**src/design/lrmp_pkg.sv**
```systemverilog
// Shared widths, constants, types and structs of the matrix-power recurrence block.
package lrmp_pkg;

  // Modulus of every matrix entry and of the result.
  localparam int unsigned MODULUS = 10007;

  // The term index is taken in this many low bits.
  localparam int unsigned INDEX_BITS = 32;

  // The companion matrix is DIM by DIM.
  localparam int unsigned DIM     = 4;
  localparam int unsigned IDX_W   = 2;
  localparam int unsigned ENTRY_W = 2 * IDX_W;
  localparam int unsigned CNT_W   = 3 * IDX_W;
  localparam int unsigned ADDR_W  = ENTRY_W + 1;
  localparam int unsigned DEPTH   = 2 * DIM * DIM;

  // Datapath widths of the multiply-accumulate unit.
  localparam int unsigned ELEM_W = 14;
  localparam int unsigned PROD_W = 2 * ELEM_W;
  localparam int unsigned SUM_W  = PROD_W + IDX_W;
  localparam int unsigned RES_W  = ELEM_W + 1;

  // Reduction by reciprocal: q = (sum * R) >> SHIFT is floor(sum / MODULUS)
  // or one less for every sum of DIM products, so one correction suffices.
  localparam int unsigned     BARRETT_SHIFT = 40;
  localparam longint unsigned BARRETT_R     = (64'd1 << BARRETT_SHIFT) / MODULUS;
  localparam int unsigned     R_W           = 27;
  localparam int unsigned     QP_W          = SUM_W + R_W;
  localparam int unsigned     Q_W           = 16;

  typedef logic [INDEX_BITS-1:0] index_t;
  typedef logic [ELEM_W-1:0]     elem_t;
  typedef logic [PROD_W-1:0]     prod_t;
  typedef logic [SUM_W-1:0]      sum_t;
  typedef logic [RES_W-1:0]      res_t;
  typedef logic [QP_W-1:0]       qp_t;
  typedef logic [Q_W-1:0]        q_t;
  typedef logic [ENTRY_W-1:0]    entry_t;
  typedef logic [IDX_W-1:0]      idx_t;
  typedef logic [CNT_W-1:0]      cnt_t;
  typedef logic [ADDR_W-1:0]     addr_t;

  // Matrix positions, row-major.
  localparam entry_t E_COEFF_PREV  = 4'd0;
  localparam entry_t E_COEFF_THIRD = 4'd2;
  localparam entry_t E_ADDEND      = 4'd3;
  localparam entry_t E_SHIFT_ONE   = 4'd4;
  localparam entry_t E_SHIFT_TWO   = 4'd9;
  localparam entry_t E_KEEP_ONE    = 4'd15;
  localparam entry_t E_RESULT      = 4'd3;

  // One operand pair issued to the multiply-accumulate unit.
  typedef struct packed {
    logic   valid;
    logic   first;
    logic   last;
    entry_t dst;
  } mac_issue_t;

  // One finished product entry coming back for write.
  typedef struct packed {
    logic   en;
    entry_t dst;
    elem_t  value;
  } mac_wr_t;

endpackage

```
**src/design/lrmp_ram.sv**
```systemverilog
// Generic RAM with one write port and two registered read ports.
module lrmp_ram #(
  parameter int WIDTH = 14,
  parameter int DEPTH = 32,
  localparam int AddrW = $clog2(DEPTH)
) (
  input  logic             clk,
  input  logic             wr_en,
  input  logic [AddrW-1:0] wr_addr,
  input  logic [WIDTH-1:0] wr_data,
  input  logic [AddrW-1:0] rd_addr_a,
  output logic [WIDTH-1:0] rd_data_a,
  input  logic [AddrW-1:0] rd_addr_b,
  output logic [WIDTH-1:0] rd_data_b
);

  logic [WIDTH-1:0] mem [DEPTH];

  always_ff @(posedge clk) begin
    if (wr_en) begin
      mem[wr_addr] <= wr_data;
    end
    rd_data_a <= mem[rd_addr_a];
    rd_data_b <= mem[rd_addr_b];
  end

endmodule

```
**src/design/lrmp_mac.sv**
```systemverilog
// Pipelined modular multiply-accumulate unit shared by every matrix product.
module lrmp_mac (
  input  logic                 clk,
  input  logic                 rst,
  input  lrmp_pkg::mac_issue_t issue,
  input  lrmp_pkg::elem_t      x_data,
  input  lrmp_pkg::elem_t      y_data,
  output lrmp_pkg::mac_wr_t    wr,
  output logic                 busy
);

  lrmp_pkg::mac_issue_t s0;
  lrmp_pkg::mac_issue_t s1;
  lrmp_pkg::prod_t      prod;
  logic                 s2_valid;
  lrmp_pkg::entry_t     s2_dst;
  lrmp_pkg::sum_t       s2_sum;
  logic                 s3_valid;
  lrmp_pkg::entry_t     s3_dst;
  lrmp_pkg::sum_t       s3_sum;
  lrmp_pkg::q_t         s3_q;
  lrmp_pkg::qp_t        qp;
  lrmp_pkg::sum_t       r_wide;
  lrmp_pkg::res_t       r;
  lrmp_pkg::elem_t      value;
  logic                 wr_en;
  lrmp_pkg::entry_t     wr_dst;
  lrmp_pkg::elem_t      wr_value;

  // Stage 0 lines the issue up with the registered RAM read data.
  always_ff @(posedge clk) begin
    if (rst) begin
      s0       <= '0;
      s1       <= '0;
      s2_valid <= 1'b0;
      s3_valid <= 1'b0;
      wr_en    <= 1'b0;
    end else begin
      s0       <= issue;
      s1       <= s0;
      s2_valid <= s1.valid & s1.last;
      s3_valid <= s2_valid;
      wr_en    <= s3_valid;
    end
  end

  assign qp = lrmp_pkg::qp_t'(s2_sum) *
              lrmp_pkg::qp_t'(lrmp_pkg::BARRETT_R[lrmp_pkg::R_W-1:0]);

  always_comb begin
    r_wide = s3_sum - lrmp_pkg::sum_t'(s3_q) * lrmp_pkg::sum_t'(lrmp_pkg::MODULUS);
    r      = r_wide[lrmp_pkg::RES_W-1:0];
    if (r >= lrmp_pkg::res_t'(lrmp_pkg::MODULUS)) begin
      value = lrmp_pkg::elem_t'(r - lrmp_pkg::res_t'(lrmp_pkg::MODULUS));
    end else begin
      value = lrmp_pkg::elem_t'(r);
    end
  end

  always_ff @(posedge clk) begin
    prod <= lrmp_pkg::prod_t'(x_data) * lrmp_pkg::prod_t'(y_data);
    if (s1.valid) begin
      if (s1.first) begin
        s2_sum <= lrmp_pkg::sum_t'(prod);
      end else begin
        s2_sum <= s2_sum + lrmp_pkg::sum_t'(prod);
      end
    end
    s2_dst   <= s1.dst;
    s3_q     <= qp[lrmp_pkg::BARRETT_SHIFT +: lrmp_pkg::Q_W];
    s3_sum   <= s2_sum;
    s3_dst   <= s2_dst;
    wr_dst   <= s3_dst;
    wr_value <= value;
  end

  assign wr = {wr_en, wr_dst, wr_value};

  assign busy = s0.valid | s1.valid | s2_valid | s3_valid | wr_en;

  a_sum_bound: assert property (@(posedge clk) disable iff (rst)
    s2_valid |-> s2_sum < lrmp_pkg::sum_t'(lrmp_pkg::DIM * lrmp_pkg::MODULUS *
                                          lrmp_pkg::MODULUS))
    else $error("accumulated sum exceeds the bound of four products");

  a_one_correction: assert property (@(posedge clk) disable iff (rst)
    s3_valid |-> r_wide < lrmp_pkg::sum_t'(2 * lrmp_pkg::MODULUS))
    else $error("reciprocal quotient is off by more than one");

  a_value_reduced: assert property (@(posedge clk) disable iff (rst)
    wr.en |-> wr.value < lrmp_pkg::elem_t'(lrmp_pkg::MODULUS))
    else $error("product entry is not reduced");

endmodule

```
**src/design/linear_recurrence_matrix_power_mod.sv**
```systemverilog
// Top level: third-order recurrence mod 10007 by square-and-multiply of a 4x4 matrix.
// An index of 2 or less goes straight to the result; a larger one first loads the
// matrices, then runs an optional multiply and a square for each bit of n-2: each product
// is 64 operand-pair issues on the shared multiply-accumulate unit plus a pipeline drain.
// Throughput: one word at a time; in_stall is high from acceptance until the result moves
// into the output register, which may still hold an earlier word meanwhile.
// Reset (synchronous, active high) returns the sequencer to idle and empties the output.
module linear_recurrence_matrix_power_mod (
  input  logic                               clk,
  input  logic                               rst,
  input  logic                               in_valid,
  output logic                               in_stall,
  input  logic [lrmp_pkg::INDEX_BITS-1:0]    term_index,
  input  logic [lrmp_pkg::ELEM_W-1:0]        coeff_prev,
  input  logic [lrmp_pkg::ELEM_W-1:0]        coeff_third,
  input  logic [lrmp_pkg::ELEM_W-1:0]        addend,
  output logic                               out_valid,
  input  logic                               out_stall,
  output logic [lrmp_pkg::ELEM_W-1:0]        term_value
);

  // One-hot sequencer states.
  typedef enum logic [7:0] {
    S_IDLE = 8'b0000_0001,
    S_INIT = 8'b0000_0010,
    S_PICK = 8'b0000_0100,
    S_MUL  = 8'b0000_1000,
    S_SQR  = 8'b0001_0000,
    S_WAIT = 8'b0010_0000,
    S_READ = 8'b0100_0000,
    S_DONE = 8'b1000_0000
  } state_t;

  state_t               state;
  state_t               state_next;
  lrmp_pkg::cnt_t       cnt;
  lrmp_pkg::index_t     exp_left;
  logic                 acc_bank;
  logic                 pow_bank;
  logic                 op_sqr;
  logic                 small_index;
  lrmp_pkg::elem_t      coef_a;
  lrmp_pkg::elem_t      coef_b;
  lrmp_pkg::elem_t      coef_c;

  logic                 in_accept;
  logic                 out_load;
  logic                 cnt_last;
  logic                 mac_busy;
  lrmp_pkg::mac_issue_t issue;
  lrmp_pkg::mac_wr_t    mac_wr;
  lrmp_pkg::elem_t      red_a;
  lrmp_pkg::elem_t      red_b;
  lrmp_pkg::elem_t      red_c;

  lrmp_pkg::idx_t       row_i;
  lrmp_pkg::idx_t       col_j;
  lrmp_pkg::idx_t       mid_k;
  lrmp_pkg::entry_t     init_entry;
  lrmp_pkg::elem_t      init_pow;
  lrmp_pkg::elem_t      init_acc;
  logic                 init_wr;

  logic                 acc_wr_en;
  lrmp_pkg::addr_t      acc_wr_addr;
  lrmp_pkg::elem_t      acc_wr_data;
  lrmp_pkg::addr_t      acc_rd_addr_a;
  lrmp_pkg::addr_t      acc_rd_addr_b;
  lrmp_pkg::elem_t      acc_rd_a;
  lrmp_pkg::elem_t      acc_rd_b;
  logic                 pow_wr_en;
  lrmp_pkg::addr_t      pow_wr_addr;
  lrmp_pkg::elem_t      pow_wr_data;
  lrmp_pkg::addr_t      pow_rd_addr_a;
  lrmp_pkg::addr_t      pow_rd_addr_b;
  lrmp_pkg::elem_t      pow_rd_a;
  lrmp_pkg::elem_t      pow_rd_b;

  // A new word is taken only while the sequencer is idle.
  assign in_stall  = (state != S_IDLE);
  assign in_accept = in_valid & ~in_stall;

  // The result moves into the output register once it is empty or being taken.
  assign out_load = (state == S_DONE) & (~out_valid | ~out_stall);

  // Coefficient fields can hold up to 16383, so a single subtraction reduces them.
  always_comb begin
    red_a = (coeff_prev  >= lrmp_pkg::elem_t'(lrmp_pkg::MODULUS)) ?
            coeff_prev  - lrmp_pkg::elem_t'(lrmp_pkg::MODULUS) : coeff_prev;
    red_b = (coeff_third >= lrmp_pkg::elem_t'(lrmp_pkg::MODULUS)) ?
            coeff_third - lrmp_pkg::elem_t'(lrmp_pkg::MODULUS) : coeff_third;
    red_c = (addend      >= lrmp_pkg::elem_t'(lrmp_pkg::MODULUS)) ?
            addend      - lrmp_pkg::elem_t'(lrmp_pkg::MODULUS) : addend;
  end

  // The issue counter walks row i, column j and inner index k of the product;
  // during the load the low bits walk the sixteen entries.
  assign row_i      = cnt[3*lrmp_pkg::IDX_W-1:2*lrmp_pkg::IDX_W];
  assign col_j      = cnt[2*lrmp_pkg::IDX_W-1:lrmp_pkg::IDX_W];
  assign mid_k      = cnt[lrmp_pkg::IDX_W-1:0];
  assign init_entry = cnt[lrmp_pkg::ENTRY_W-1:0];

  always_comb begin
    if (state == S_INIT) begin
      cnt_last = (cnt == lrmp_pkg::cnt_t'(lrmp_pkg::DIM * lrmp_pkg::DIM - 1));
    end else begin
      cnt_last = (cnt == lrmp_pkg::cnt_t'(lrmp_pkg::DIM * lrmp_pkg::DIM *
                                          lrmp_pkg::DIM - 1));
    end
  end

  // Starting values: the companion matrix and the identity.
  always_comb begin
    unique case (init_entry)
      lrmp_pkg::E_COEFF_PREV:  init_pow = coef_a;
      lrmp_pkg::E_COEFF_THIRD: init_pow = coef_b;
      lrmp_pkg::E_ADDEND:      init_pow = coef_c;
      lrmp_pkg::E_SHIFT_ONE:   init_pow = lrmp_pkg::elem_t'(1);
      lrmp_pkg::E_SHIFT_TWO:   init_pow = lrmp_pkg::elem_t'(1);
      lrmp_pkg::E_KEEP_ONE:    init_pow = lrmp_pkg::elem_t'(1);
      default:                 init_pow = '0;
    endcase
    init_acc = (init_entry[lrmp_pkg::ENTRY_W-1:lrmp_pkg::IDX_W] ==
                init_entry[lrmp_pkg::IDX_W-1:0]) ? lrmp_pkg::elem_t'(1) : '0;
  end

  assign init_wr = (state == S_INIT);

  // Sources come from the current bank of each store and products go to the
  // other bank, so a product never overwrites an entry it still has to read.
  assign acc_rd_addr_a = {acc_bank, row_i, mid_k};
  assign acc_rd_addr_b = {acc_bank, lrmp_pkg::E_RESULT};
  assign pow_rd_addr_a = {pow_bank, row_i, mid_k};
  assign pow_rd_addr_b = {pow_bank, mid_k, col_j};

  always_comb begin
    if (init_wr) begin
      acc_wr_en   = 1'b1;
      acc_wr_addr = {1'b0, init_entry};
      acc_wr_data = init_acc;
      pow_wr_en   = 1'b1;
      pow_wr_addr = {1'b0, init_entry};
      pow_wr_data = init_pow;
    end else begin
      acc_wr_en   = mac_wr.en & ~op_sqr;
      acc_wr_addr = {~acc_bank, mac_wr.dst};
      acc_wr_data = mac_wr.value;
      pow_wr_en   = mac_wr.en & op_sqr;
      pow_wr_addr = {~pow_bank, mac_wr.dst};
      pow_wr_data = mac_wr.value;
    end
  end

  always_comb begin
    issue.valid = (state == S_MUL) | (state == S_SQR);
    issue.first = (mid_k == '0);
    issue.last  = (mid_k == lrmp_pkg::idx_t'(lrmp_pkg::DIM - 1));
    issue.dst   = {row_i, col_j};
  end

  lrmp_ram #(
    .WIDTH (lrmp_pkg::ELEM_W),
    .DEPTH (lrmp_pkg::DEPTH)
  ) u_acc_ram (
    .clk       (clk),
    .wr_en     (acc_wr_en),
    .wr_addr   (acc_wr_addr),
    .wr_data   (acc_wr_data),
    .rd_addr_a (acc_rd_addr_a),
    .rd_data_a (acc_rd_a),
    .rd_addr_b (acc_rd_addr_b),
    .rd_data_b (acc_rd_b)
  );

  lrmp_ram #(
    .WIDTH (lrmp_pkg::ELEM_W),
    .DEPTH (lrmp_pkg::DEPTH)
  ) u_pow_ram (
    .clk       (clk),
    .wr_en     (pow_wr_en),
    .wr_addr   (pow_wr_addr),
    .wr_data   (pow_wr_data),
    .rd_addr_a (pow_rd_addr_a),
    .rd_data_a (pow_rd_a),
    .rd_addr_b (pow_rd_addr_b),
    .rd_data_b (pow_rd_b)
  );

  // Left operand is the accumulated power for a multiply and the power itself
  // for a square; the right operand is always the power.
  lrmp_mac u_mac (
    .clk    (clk),
    .rst    (rst),
    .issue  (issue),
    .x_data (op_sqr ? pow_rd_a : acc_rd_a),
    .y_data (pow_rd_b),
    .wr     (mac_wr),
    .busy   (mac_busy)
  );

  // Sequencer: each exponent bit, least significant first, gives an optional
  // multiply into the accumulated power and then a square of the power.
  always_comb begin
    state_next = state;
    unique case (state)
      S_IDLE: begin
        if (in_accept) begin
          state_next = (term_index <= lrmp_pkg::index_t'(2)) ? S_DONE : S_INIT;
        end
      end
      S_INIT: begin
        if (cnt_last) begin
          state_next = S_PICK;
        end
      end
      S_PICK: begin
        priority if (exp_left == '0) begin
          state_next = S_READ;
        end else if (exp_left[0]) begin
          state_next = S_MUL;
        end else begin
          state_next = S_SQR;
        end
      end
      S_MUL, S_SQR: begin
        if (cnt_last) begin
          state_next = S_WAIT;
        end
      end
      S_WAIT: begin
        if (!mac_busy) begin
          state_next = op_sqr ? S_PICK : S_SQR;
        end
      end
      S_READ: state_next = S_DONE;
      S_DONE: begin
        if (out_load) begin
          state_next = S_IDLE;
        end
      end
      default: state_next = S_IDLE;
    endcase
  end

  always_ff @(posedge clk) begin
    if (rst) begin
      state     <= S_IDLE;
      cnt       <= '0;
      exp_left  <= '0;
      acc_bank  <= 1'b0;
      pow_bank  <= 1'b0;
      op_sqr    <= 1'b0;
      out_valid <= 1'b0;
    end else begin
      state <= state_next;

      if ((state == S_INIT) || (state == S_MUL) || (state == S_SQR)) begin
        cnt <= cnt_last ? '0 : cnt + lrmp_pkg::cnt_t'(1);
      end else begin
        cnt <= '0;
      end

      if (in_accept) begin
        exp_left <= term_index - lrmp_pkg::index_t'(2);
        acc_bank <= 1'b0;
        pow_bank <= 1'b0;
      end

      if ((state == S_PICK) && (exp_left != '0)) begin
        op_sqr <= ~exp_left[0];
      end

      // A finished product swaps banks; a finished square also consumes the bit.
      if ((state == S_WAIT) && !mac_busy) begin
        if (op_sqr) begin
          pow_bank <= ~pow_bank;
          exp_left <= exp_left >> 1;
        end else begin
          acc_bank <= ~acc_bank;
          op_sqr   <= 1'b1;
        end
      end

      if (out_load) begin
        out_valid <= 1'b1;
      end else if (!out_stall) begin
        out_valid <= 1'b0;
      end
    end
  end

  // Word payload, no reset needed.
  always_ff @(posedge clk) begin
    if (in_accept) begin
      coef_a      <= red_a;
      coef_b      <= red_b;
      coef_c      <= red_c;
      small_index <= (term_index <= lrmp_pkg::index_t'(2));
    end
    if (out_load) begin
      term_value <= small_index ? '0 : acc_rd_b;
    end
  end

  a_drained: assert property (@(posedge clk) disable iff (rst)
    ((state == S_IDLE) || (state == S_PICK) || (state == S_READ)) |-> !mac_busy)
    else $error("multiply-accumulate unit still busy outside a product");

  a_exp_live: assert property (@(posedge clk) disable iff (rst)
    ((state == S_MUL) || (state == S_SQR)) |-> (exp_left != '0))
    else $error("product issued with no exponent bits left");

  a_small_zero: assert property (@(posedge clk) disable iff (rst)
    (out_load && small_index) |=> (term_value == '0))
    else $error("small index did not give zero");

  a_out_reduced: assert property (@(posedge clk) disable iff (rst)
    out_valid |-> (term_value < lrmp_pkg::elem_t'(lrmp_pkg::MODULUS)))
    else $error("result word is not reduced");

endmodule
```
**config.mk**
```make
export PLATFORM = sky130hd
export DESIGN_NAME = linear_recurrence_matrix_power_mod
export DESIGN_NICKNAME = d
export VERILOG_FILES = /design/src/design/lrmp_pkg.sv /design/src/design/lrmp_ram.sv /design/src/design/lrmp_mac.sv /design/src/design/linear_recurrence_matrix_power_mod.sv
export SDC_FILE = /design/constraint.sdc
export NUM_CORES = 2
export LEC_CHECK = 0
export BUFFER_PORTS_ARGS = -buffer_cell sky130_fd_sc_hd__buf_4
export CORE_MARGIN = 4
export CORE_UTILIZATION = 65
export CTS_BUF_LIST = sky130_fd_sc_hd__clkbuf_8
export CTS_CLUSTER_SIZE = 30
export DETAILED_ROUTE_END_ITERATION = 10
export GPL_TIMING_DRIVEN = 0
export PLACE_DENSITY_LB_ADDON = 0.25
export SLEW_MARGIN = 20
export SYNTH_ARGS = -nofsm -noshare
export SYNTH_HDL_FRONTEND = slang
export SYNTH_SLANG_ARGS = --single-unit
```
**constraint.sdc**
```tcl
create_clock -name clk -period 9.5 [get_ports clk]
set_input_delay 1.425 -clock clk [delete_from_list [all_inputs] [get_ports clk]]
set_output_delay 1.425 -clock clk [all_outputs]
set_load 0.01 [all_outputs]
```
Yosys cells after proc, flatten, opt, wreduce, memory -nomap -nowiden
Memories as Yosys holds them, arrays and structs flattened. A register that Yosys moved wholly into a read port is not among the register bits.
Index checks and enable logic that the tools add are counted.
Cells by class
  magnitude comparators: 5
  reduce and logical (&&, ||, !) cells: 13
  multiply operators: 3
  equality and inequality tests: 24
  add/sub/neg operators: 8
  bitwise gates (word level): 19
  mux-type cells: 43
Operators by type and width (number)
  $mux W14: 7
  $mux W32: 3
  $pmux W14 S4: 1
  $pmux W8 S7: 1
  $sub A14 B14 Y14 const B: 4
  $mul A30 B26 Y55 const B: 1
  $mux W8: 6
  $ge A14 B14 Y1 const B: 3
  $le A32 B2 Y1 const B: 1
  $logic_not A32 Y1: 1
  $reduce_bool A32 Y1: 1
  $sub A32 B2 Y32 const B: 1
  $add A30 B28 Y30: 1
  $mul A14 B14 Y28: 1
  $mux W28: 1
  $mux W5: 4
  $mux W1: 19
  $mul A16 B14 Y15 const B: 1
  $ge A15 B14 Y1 const B: 1
  $sub A15 B15 Y15: 1
  $ne A2 B2 Y1 const B: 5
  $eq A4 B2 Y1 const B: 2
  $eq A4 B4 Y1 const B: 2
  $eq A8 B1 Y1 const B: 1
  27 further kinds: 46
Storage, ports and cells
  memory bits (writable): 896
  input bits: 78
  bits in registers: 239
  output and inout bits: 16
  memories kept: 2
  logic and storage cells: 149
Memory list
  u_acc_ram.mem: depth 32, bits a word 14, rd ports 2, clocked after Yosys merged registers in 2, wr ports 1, RTL line lrmp_ram.sv:17  | logic [WIDTH-1:0] mem [DEPTH];
  u_pow_ram.mem: depth 32, bits a word 14, rd ports 2, clocked after Yosys merged registers in 2, wr ports 1, RTL line lrmp_ram.sv:17

Longest topological paths before layout
  depth in word-level cells: 7
  depth in mapped cells: 26
  gate-level depth less buffers: 24

Cells and area by module
Synthesis repeated with hierarchy kept, for this count alone.
Second synthesis, totals
  cell total of the unflattened synthesis: 6201
  area total of the unflattened synthesis: 75162.1 um2
Modules (own cells, without submodules)
  lrmp_ram: times used 2, area an instance 22358.9 um2, cells an instance 1518, sequential area each 14013.4 um2
  lrmp_mac: times used 1, area an instance 24056.8 um2, cells an instance 2470, sequential area each 2922.8 um2
  linear_recurrence_matrix_power_mod: times used 1, area an instance 6387.4 um2, cells an instance 695, sequential area each 2712.6 um2

Least setup slack after synthesis
Ideal clock, no wire load.
  path type: reg2reg
  from: reg op_sqr
  to: reg u_mac.prod[27]
  cell stages (with the launch flop): 24
  path buffers: 2
  period minus slack after synthesis: 6.699 ns
  setup time: 0.129 ns
  data arrival time: 6.570 ns
  data required time: 9.371 ns
  slack: 2.801 ns
  cell sequence: dfxtp_1 -> clkbuf_1 -> mux2_2 -> clkbuf_1 -> and2_1 -> fa_1 -> inv_1 -> fa_1 -> inv_1 -> fa_1 -> inv_1 -> fa_1 -> fa_1 -> fa_1 -> inv_1 -> ha_1 -> a21o_1 -> a21oi_1 -> a311oi_1 -> a211o_1 -> a2111oi_2 -> o21ai_0 -> o41ai_1 -> xnor2_1
On the way
  longest elaborated chain between the ends: 2
Ends and longest elaborated chain
  from (decl): RTL line linear_recurrence_matrix_power_mod.sv:40  | logic op_sqr;
  from (signal assigned): RTL line linear_recurrence_matrix_power_mod.sv:270  | op_sqr <= ~exp_left[0];
  $mux W14: RTL line linear_recurrence_matrix_power_mod.sv:195  | .x_data (op_sqr ? pow_rd_a : acc_rd_a),
  $mul A14 B14 Y28: RTL line lrmp_mac.sv:61  | prod <= lrmp_pkg::prod_t'(x_data) * lrmp_pkg::prod_t'(y_data);
  to (signal assigned): RTL line lrmp_mac.sv:61
  to (decl): RTL line lrmp_mac.sv:14  | lrmp_pkg::prod_t prod;
Every way passes these cells.
A chain may end at the register's enable or synchronous reset.

Worst setup path in the final report
Ends and elaborated chain as after synthesis.

==> flow_summary.toml <==
[power_and_ir_drop]
power_mw = 13.61
p_per_area_nw_per_um2 = 177.5
p_seq_share_pct = 47.8
internal_power_mw = 9.634
clock_power_share_pct = 32.1
vdd_drop_max_v = 0.0001317
combPwrFrac_pct = 20.1
switching_power_mw = 3.976
p_leak_nw = 29.82
swShare_pct = 29.22

[synth]
syn_area_um2 = 69530
ys_seq_area_share_pct = 48.42
synth_nets = 5859
ys_ff_latch = 1190
yosysTopAreaCell = "edfxtp_1"
synth-edff-count = 983
ys_warn_count = 0
synthArstFlopShare_pct = 0
syn_inst = 4906
synth-main-ff-cell = "edfxtp_1"
avgSynthCellArea_um2 = 14.17
synth.top_cell.area_share_pct = 42.46
synth_cell_type_count = 78
synthTopCellsByArea = "edfxtp_1, mux4_2, fa_1"

[critical_path]
critPathRequiredTime_ns = 10.23
rr_worst_depth = 23
cp_common_cell = "fa_1"
critPathSlowestCell = "fa_1"
cp.depth = 23
r2r_start = "op_sqr$_SDFF_PP0_"
cp_num_buf_inv = 6
crit_path_max_fanout = 10
critical_path_class = "reg2reg"
crit_family = "adder cells"
end_kind = "flop"
crit_chain = "clkbuf_1, mux2_2, clkbuf_1, and2_1, fa_1, inv_1, fa_1, inv_1, fa_1, inv_1, fa_1, fa_1, fa_1, inv_1, ha_1, a21o_1, a21oi_1, a311oi_1, a211o_1, a2111oi_2, o21ai_0, o41ai_1, xnor2_1"
r2r_slack_ns = 1.72
worst_path_largest_cell_delay_ns = 0.52
worstReg2RegEnd = "u_mac.prod[27]$_DFF_P_"
start_kind = "flop"
cp.arrival_ns = 8.51

[min_path]
min-delay-start = "u_mac.s3_dst[3]$_DFF_P_"
min_path_type = "reg2reg"
min_delay_worst_endpoint = "u_mac.wr_dst[3]$_DFF_P_"
min_path_cells = 0

[die]
rows = 119
dieArea_um2 = 112300
die_h_um = 335.1
ios = 94
start_util_pct = 65.77
design.core.area_um2 = 105700
die_width_um = 335.1

[clock_network]
cts_resized = 0
cts_setup_buffers = 0
worstSkewPairLatency_ns = 0.91
clockBufferDepth = 3
h-tree-depth = 4
cts.sinks = 1190
cts_hold_buffers = 0
cts_tree = "yes"
clk_pin_slew_worst_paths_ns = 0.07
cts-root-buf = "clkbuf_8"
cts_made_buffers = 179

[layout]
multiInputGateArea_um2 = 32820
syn2layout_area_growth_pct = 10.30
fillCellCount = 6636
fin_util_pct = 72.54
final_nets = 6185
seqCellArea_um2 = 33660
drive_above_1_share_pct = 18.87

[global_route]
grt_start_max_net_pins = 44
track_usage_pct = 33.56
grt_pass1_wl_um = 276400
grt_overflow = 0
antenna_found_initial = 14
grt_pass1_vias = 44965

[timing]
fin_crit_sh_pct = 81.93
fin_skew_ns = 0.07000
max_slew_margin_pct = 19.65
slew_viol_final = 0
fmax_mhz = 128.5
rsz0062_at_grt = "no"
setup_viol = 0
hold_ws_ns = 0.3098
finalSetupTns_ns = 0
hold_viol = 0
final.setup.worst_slack_ns = 1.717
worst-slew-pin-transition_ns = 1.205
fin_crit_ns = 7.783

[route]
dr.first_iter.drc_count = 5853
wl_per_cell_um = 27.16
wl_um = 184200
drtPass1Iterations = 8
vias_per_cell = 6.488
via_count = 43996
drc = 0
antenna_left = 0

[placement]
place_congestion = 0.9811
port_buffers = 92
pre_cts_ws_ns = 1.841
place_hpwl_um = 135700

[flow_run]
maxCapViolations = 0

[run_status]
status = "complete, no violations"
==> flip-flops by register name, indices dropped and copies added, names as in the netlist, 15 cells and up <==
register / flops
u_acc_ram.mem: 448
u_mac.s3_q: 15
u_pow_ram.mem: 448
u_mac.prod: 28
exp_left: 32
u_mac.s2_sum: 30
u_mac.s3_sum: 15
==> logic make-up after synthesis <==
logic type | count (synthesis) | synth area share [%]
AND/OR/NAND/NOR | 858 | 5.915
flip-flops | 1190 | 48.42
multiplexers | 487 | 14.44
adder cells (fa/ha/maj) | 875 | 20.12
XOR/XNOR | 180 | 2.268
AO/OA/AOI/OAI | 434 | 4.055
buffers and inverters | 882 | 4.787
==> power groups by stage <==
stage / Sequential (mW) / Combinational [mW] / Clock [mW]
5_1_grt: 6.51 / 3.03 / 4.64
3_3_place_gp: 6.65 / 2.48 / 0
2_1_floorplan: 6.56 / 1.80 / 0
6_report: 6.51 / 2.74 / 4.37
4_1_cts: 6.50 / 2.71 / 4.37
3_5_place_dp: 6.61 / 2.68 / 0
==> worst max path at each step <==
stage	from	endpoint	slack [ns]
final	op_sqr$_SDFF_PP0_	u_mac.prod[27]$_DFF_P_	1.72
after global routing	op_sqr$_SDFF_PP0_	u_mac.prod[27]$_DFF_P_	1.34
after CTS	op_sqr$_SDFF_PP0_	u_mac.prod[27]$_DFF_P_	1.80
after detailed placement	op_sqr$_SDFF_PP0_	u_mac.prod[27]$_DFF_P_	1.84
after global placement	u_mac.s2_sum[10]$_DFFE_PP_	u_mac.s3_q[14]$_DFF_P_	1.32
after floorplan	op_sqr$_SDFF_PP0_	u_mac.prod[27]$_DFF_P_	2.80
==> metal layers <==
layer / GRT usage, % / routed length, µm
met5: 0.9362 / 248
met4: 14.59 / 8879
met3: 10.43 / 23210
met2: 50.60 / 83720
met1: 45.80 / 68100
==> final cells by class <==
cell class,count,share of cell area (%)
sequential,1190,43.90
inverter,700,3.426
clock inverter,138,1.377
timing repair buffer,145,1.754
buffer,182,0.9675
multi-input combinational,2834,42.79
tap,1391,2.269
antenna,6,0.01958
clock buffer,195,3.500
==> cells in the final DEF, fill, tap and decap left out, types with 103 or more instances in the layout <==
cell	Yosys	routed
nor2_1	191	127
and2_1	115	103
edfxtp_1	983	983
nand2_1	299	299
fa_1	405	405
clkbuf_1	135	119
a21oi_1	124	123
mux4_2	407	407
inv_1	697	755
ha_1	470	470
clkbuf_8	0	195
dfxtp_1	207	206
==> metrics by stage <==
step                cells  area (µm²)
floorplan            4906       69530
CTS                  6774       76640
finish               6781       76690
detailed placement   6441       72900
global placement     6389       71960
global route         6778       76680
==> synthesized netlist by cell type, types with 18 or more instances <==
master,number
o21ai_0,96
and3_1,25
fa_1,405
nand3_1,32
ha_1,470
nand2_1,299
nand2b_1,18
mux4_2,407
nor2_1,191
clkbuf_1,135
mux2i_1,26
xor2_1,91
edfxtp_1,983
dfxtp_1,207
a21o_1,38
buf_1,38
nor3_1,33
and2_1,115
a21oi_1,124
inv_1,697
a22oi_1,19
nor4_1,25
o21bai_1,22
xnor2_1,89
nor2b_1,58
mux2_2,53
==> worst register-to-register path, cell delays in order (launching register included) <==
cell       delay [ns]
dfxtp_1          0.44
clkbuf_1         0.51
mux2_2           0.46
clkbuf_1         0.31
and2_1           0.29
fa_1             0.50
inv_1            0.05
fa_1             0.47
inv_1            0.05
fa_1             0.50
inv_1            0.06
fa_1             0.49
fa_1             0.41
fa_1             0.52
inv_1            0.04
ha_1             0.35
a21o_1           0.21
a21oi_1          0.29
a311oi_1         0.16
a211o_1          0.34
a2111oi_2        0.49
o21ai_0          0.24
o41ai_1          0.35
xnor2_1          0.13
Note: power is estimated with default switching activity, not from simulation.
